--- config.mk ---
export PLATFORM = sky130hd
export DESIGN_NAME = bpt_wide_mul
export DESIGN_NICKNAME = d
export VERILOG_FILES = /design/src/rtl/bpt_pkg.sv /design/src/rtl/bpt_wide_mul.sv
export SDC_FILE = /design/constraint.sdc
export NUM_CORES = 2
export LEC_CHECK = 0
export BUFFER_PORTS_ARGS = -buffer_cell sky130_fd_sc_hd__buf_2
export CAP_MARGIN = 10
export CORE_MARGIN = 2
export CORE_UTILIZATION = 55
export CTS_BUF_LIST = sky130_fd_sc_hd__clkbuf_16
export CTS_CLUSTER_DIAMETER = 100
export DETAILED_ROUTE_END_ITERATION = 8
export HOLD_SLACK_MARGIN = 0.02
export PLACE_DENSITY = 0.72
export SLEW_MARGIN = 20
export SYNTH_ARGS = -nofsm -noshare
export SYNTH_HDL_FRONTEND = slang
export SYNTH_SLANG_ARGS = --single-unit
--- constraint.sdc ---
create_clock -name clk -period 8.9 [get_ports clk]
set_input_delay 1.335 -clock clk [delete_from_list [all_inputs] [get_ports clk]]
set_output_delay 1.335 -clock clk [all_outputs]
set_load 0.05 [all_outputs]
--- src/rtl/bpt_pkg.sv ---
// ----------------------------------------------------------------------------
// bpt_pkg
// Shared widths, constants and types of the barometric compensation pipeline.
// ----------------------------------------------------------------------------
package bpt_pkg;

	// Port widths
	localparam int RAW_W      = 24;
	localparam int COEF_W     = 16;
	localparam int CFG_IDX_W  = 3;
	localparam int TEMP_OUT_W = 15;
	localparam int PRES_OUT_W = 17;

	// Internal widths (sized for the full range of inputs and coefficients)
	localparam int DT_W    = RAW_W + 1;        // D2 - C5*256
	localparam int PRODC_W = DT_W + COEF_W + 1; // dT * coefficient
	localparam int DTSQ_W  = 2 * DT_W;          // dT^2
	localparam int A_W     = PRODC_W - 23;      // TEMP - 2000
	localparam int TEMP_W  = A_W + 2;
	localparam int B_W     = A_W + 1;           // TEMP + 1500
	localparam int SQ_W    = 2 * A_W;
	localparam int SQ2_W   = 2 * B_W;
	localparam int T2_W    = 18;
	localparam int OFF_W   = 41;
	localparam int SENS_W  = 41;
	localparam int LO_W    = 20;                // low slice of SENS for the split multiply
	localparam int HI_W    = SENS_W - LO_W;
	localparam int PROD_W  = 64;
	localparam int X_W     = 45;
	localparam int P_W     = X_W - 15;

	// Scheme constants
	localparam int TEMP_REF     = 2000;
	localparam int TEMP_COLD    = -1500;
	localparam int TEMP_MIN     = -4000;
	localparam int TEMP_MAX     = 8500;
	localparam int PRES_MIN     = 1000;
	localparam int PRES_MAX     = 120000;

	typedef enum logic [CFG_IDX_W-1:0] {
		REG_SENS       = 3'd0,
		REG_OFFSET     = 3'd1,
		REG_SENS_TC    = 3'd2,
		REG_OFFSET_TC  = 3'd3,
		REG_REF_TEMP   = 3'd4,
		REG_TEMP_SLOPE = 3'd5
	} reg_idx_t;

	typedef struct packed {
		logic [COEF_W-1:0] sens;
		logic [COEF_W-1:0] offset;
		logic [COEF_W-1:0] sens_tc;
		logic [COEF_W-1:0] offset_tc;
		logic [COEF_W-1:0] ref_temp;
		logic [COEF_W-1:0] temp_slope;
	} coef_t;

endpackage

--- src/rtl/bpt_wide_mul.sv ---
// ----------------------------------------------------------------------------
// bpt_wide_mul
// Two-stage D1 * SENS product, split into two partial products of SENS.
// ----------------------------------------------------------------------------
module bpt_wide_mul (
	input  logic                               clk,
	input  logic                               en_s7,
	input  logic                               en_s8,
	input  logic        [bpt_pkg::RAW_W-1:0]   d1,
	input  logic signed [bpt_pkg::SENS_W-1:0]  sens,
	output logic signed [bpt_pkg::PROD_W-1:0]  prod
);
	import bpt_pkg::*;

	logic        [RAW_W+LO_W-1:0]   lo_s7;
	logic signed [RAW_W+HI_W:0]     hi_s7;
	logic signed [PROD_W-1:0]       prod_s8;

	// stage 7: partial products, low slice unsigned, high slice signed
	always_ff @(posedge clk) begin
		if (en_s7) begin
			lo_s7 <= d1 * sens[LO_W-1:0];
			hi_s7 <= $signed({1'b0, d1}) * $signed(sens[SENS_W-1:LO_W]);
		end
	end

	// stage 8: recombine
	always_ff @(posedge clk) begin
		if (en_s8) begin
			prod_s8 <= PROD_W'($signed({hi_s7, {LO_W{1'b0}}}))
				+ PROD_W'($signed({1'b0, lo_s7}));
		end
	end

	assign prod = prod_s8;

endmodule

==> summary.txt <==
Critical path
  – Critical Path Start Type: input port
  – Endpoint required time on the critical path: a little over 9 ns
  – CP Class: in -> reg
  – Arr. time, crit path: 8.40 ns
  – Nature of the critical path endpoint: flip-flop
  – Top fanout value on the critical path: 26

Die
  – Full die area: 0.07243 sq mm
  – IO Pins: around 130
  – Effective utilization at floorplan: 0.5540
  – Std-Cell Rows: 97
  – Die boundary width: 269.1 um
  – Height of the die: 269.1 um
  – Core Region: 0.06979 sq mm

Yosys
  – Synth cell count leaders: inv_1, fa_1, nand2_1
  – Largest cells by area after synthesis: fa_1, edfxtp_1, ha_1, inv_1, and2_1
  – Top-count cell post-synth: inv_1
  – Main synth FF type: edfxtp_1
  – Sequential fraction of the synthesis area: 0.1181
  – Synth Area per Inst: 9.329 sq um
  – Net count after synthesis: 5369
  – Synthesized cell area: 0.03866 sq mm
  – Proportion of register bits with asynchronous set or reset after synthesis: 0
  – Top cell type's share of synthesized area: 0.4189
  – Synth Warn #: 0
  – Cell taking the most area after synthesis: fa_1
  – Yosys reg bits: 152
  – Synth cell types: 62
  – Instance count of the mapped netlist: 4144
  – Count of flip-flops with a built-in enable after synthesis: 152

Finish
  – Filler cell count in the final layout: 6047
  – Area growth syn-to-layout: 5.534%
  – Post-layout net count: between 5000 and 6000
  – Finished Core Util: 0.5846
  – Fraction of final layout cells sized beyond drive strength 1: 0.05454

STA
  – RSZ-0062 raised after global routing: no
  – Final worst-path cycle share: 0.9223
  – Pins Over Slew Limit: 0
  – Final count of negative-setup-slack endpoints: 0
  – Minimum clock period: 8.209 ns
  – Measured slew at the worst slew-check pin: 0.9883 ns
  – Maximum achievable frequency: 121.8 MHz
  – Max_slew headroom: 0.3412
  – Total negative slack: 0 ns
  – Hold Violations, Final: 0
  – Worst clock skew on the final layout: roughly 0.019 ns

Routing
  – Detailed-route via count: about 28000
  – Wire per inst: 19.50 um
  – Initial DRC Count: 2381
  – First-pass detailed-route iteration total: 6
  – Post-route antenna net violation count: 0
  – Per-cell via count in the routed design: 5.509
  – WL final: roughly 100000 um
  – Residual DRC: 0

GRT
  – First-pass GRT wire length: ~160000 um
  – Number of global-route vias before repair: 30024
  – Initial antenna violation count: 4
  – Largest net degree at the start of global routing: 65
  – Global route overflow: 0
  – Global-route usage over all layers: 0.2853

CTS
  – TritonCTS sink count: between 150 and 200
  – Post-CTS repair timing setup buffer count: 0
  – Number of levels in the clock H-tree: 4
  – CTS root buffer: clkbuf_16
  – CTS Hold Bufs: 0
  – Number of cells upsized or downsized after cts: 0
  – CTS Buf Count: 17
  – Maximum clock insertion buffer count: 2
  – Latest clock arrival within the worst-skew pair: 0.45 ns
  – Clock slew at reported path FFs: 0.07 ns
  – TritonCTS clock tree: done

Worst hold path
  – Min-Delay Path Class: reg -> reg

Run status
  – Status: finished, final reports clean

Placed design
  – Total half-perimeter wirelength after legalization and detailed placement: ~80000 um
  – Count of input and output buffers: 131
  – Routability congestion estimate from global placement: between 0.9 and 1

Flow run
  – Max-capacitance violation count: 0
-- layout by cell type, fill, tap and decap left out, types with 5 or more instances in the layout --
cell	n
inv_1	971
fa_1	809
nand2_1	605
and2_1	425
ha_1	348
edfxtp_1	152
buf_2	130
a21oi_1	97
xnor2_1	75
a21o_1	57
o21ai_0	56
buf_4	53
xor2_1	47
nor2_1	45
nand3_1	32
nand2b_1	26
nor3_1	21
and3_1	17
o21bai_1	17
clkbuf_16	17
a211oi_1	15
nor2b_1	15
o211ai_1	14
a31oi_1	12
nand4_1	9
o21a_1	7
o31ai_1	6
a21boi_0	5
-- sequential cells by signal, indices dropped and copies added, names as in the netlist --
signal and flops:
lo_s7 44, prod 64, hi_s7 44
-- final timing paths --
path,startpoint,end,slack [ns],depth (start not counted)
max,d1[17],hi_s7[42],0.69,23
min,lo_s7[5],prod[5],0.42,0
max reg2reg,lo_s7[20],prod[54],5.31,12
min reg2reg,lo_s7[5],prod[5],0.42,0
-- layout make-up --
type / instances / area (sq um) / area share
diodes: 3 / 7.507 / 0.0001840
flip-flops and latches: 152 / 4564 / 0.1119
inverters: 970 / 3641 / 0.08924
multi-input cells: 2822 / 29700 / 0.7280
repair buffers: 187 / 1129 / 0.02766
well taps: 940 / 1176 / 0.02883
clock buffers: 17 / 425.4 / 0.01043
clock inverters: 14 / 152.6 / 0.003741
-- metrics by stage --
stage,area (sq um),worst slack (ns),std cells,hold slack [ns]
after floorplan,38660,1.214,4144,0.4003
after global placement,40210,0.4731,5071,0.4011
after detailed placement,40210,0.3555,5071,0.4045
after CTS,40790,0.7828,5102,0.4172
after global routing,40800,0.3857,5104,0.4206
final,40800,0.6914,5105,0.4162
-- worst max-delay path: stages --
cell and delay (ns):
buf_2 0.60, buf_4 0.28, nand2_1 0.07, fa_1 0.51, inv_1 0.05, fa_1 0.47
inv_1 0.05, fa_1 0.48, fa_1 0.53, fa_1 0.50, inv_1 0.06, fa_1 0.43
ha_1 0.32, ha_1 0.47, and3_1 0.30, nand2_1 0.12, nor3_1 0.33, nand3_1 0.11
a21oi_1 0.40, o211ai_1 0.21, o31ai_1 0.41, nor4b_1 0.11, a211o_1 0.24
-- cells by family (layout without fill, tap and decap cells) --
| kind of cell | Yosys count | count (layout) | synth area share |
|---|---|---|---|
| AOI/OAI and AO/OA | 324 | 324 | 0.05476 |
| DFF | 152 | 152 | 0.1181 |
| muxes | 1 | 1 | 0.0002913 |
| and+or+nand+nor | 1218 | 1218 | 0.1541 |
| adders and majority gates | 1157 | 1157 | 0.5316 |
| buffers and inverters | 1170 | 1188 | 0.1136 |
| other | 0 | 3 | 0 |
| xor gates and xnor gates | 122 | 122 | 0.02764 |
-- layer usage --
metal	vias to the layer above	track usage	share of wire
met1	14340	0.3878	0.41
met3	195	0.05210	0.085
li1	12403	-	-
met4	4	0.09600	0.032
met5	-	0	0.00023
met2	1181	0.4636	0.47
Power is left out: the tool's default activity adds up to more than one toggle a clock period on the data nets, which glitch-free logic cannot reach.
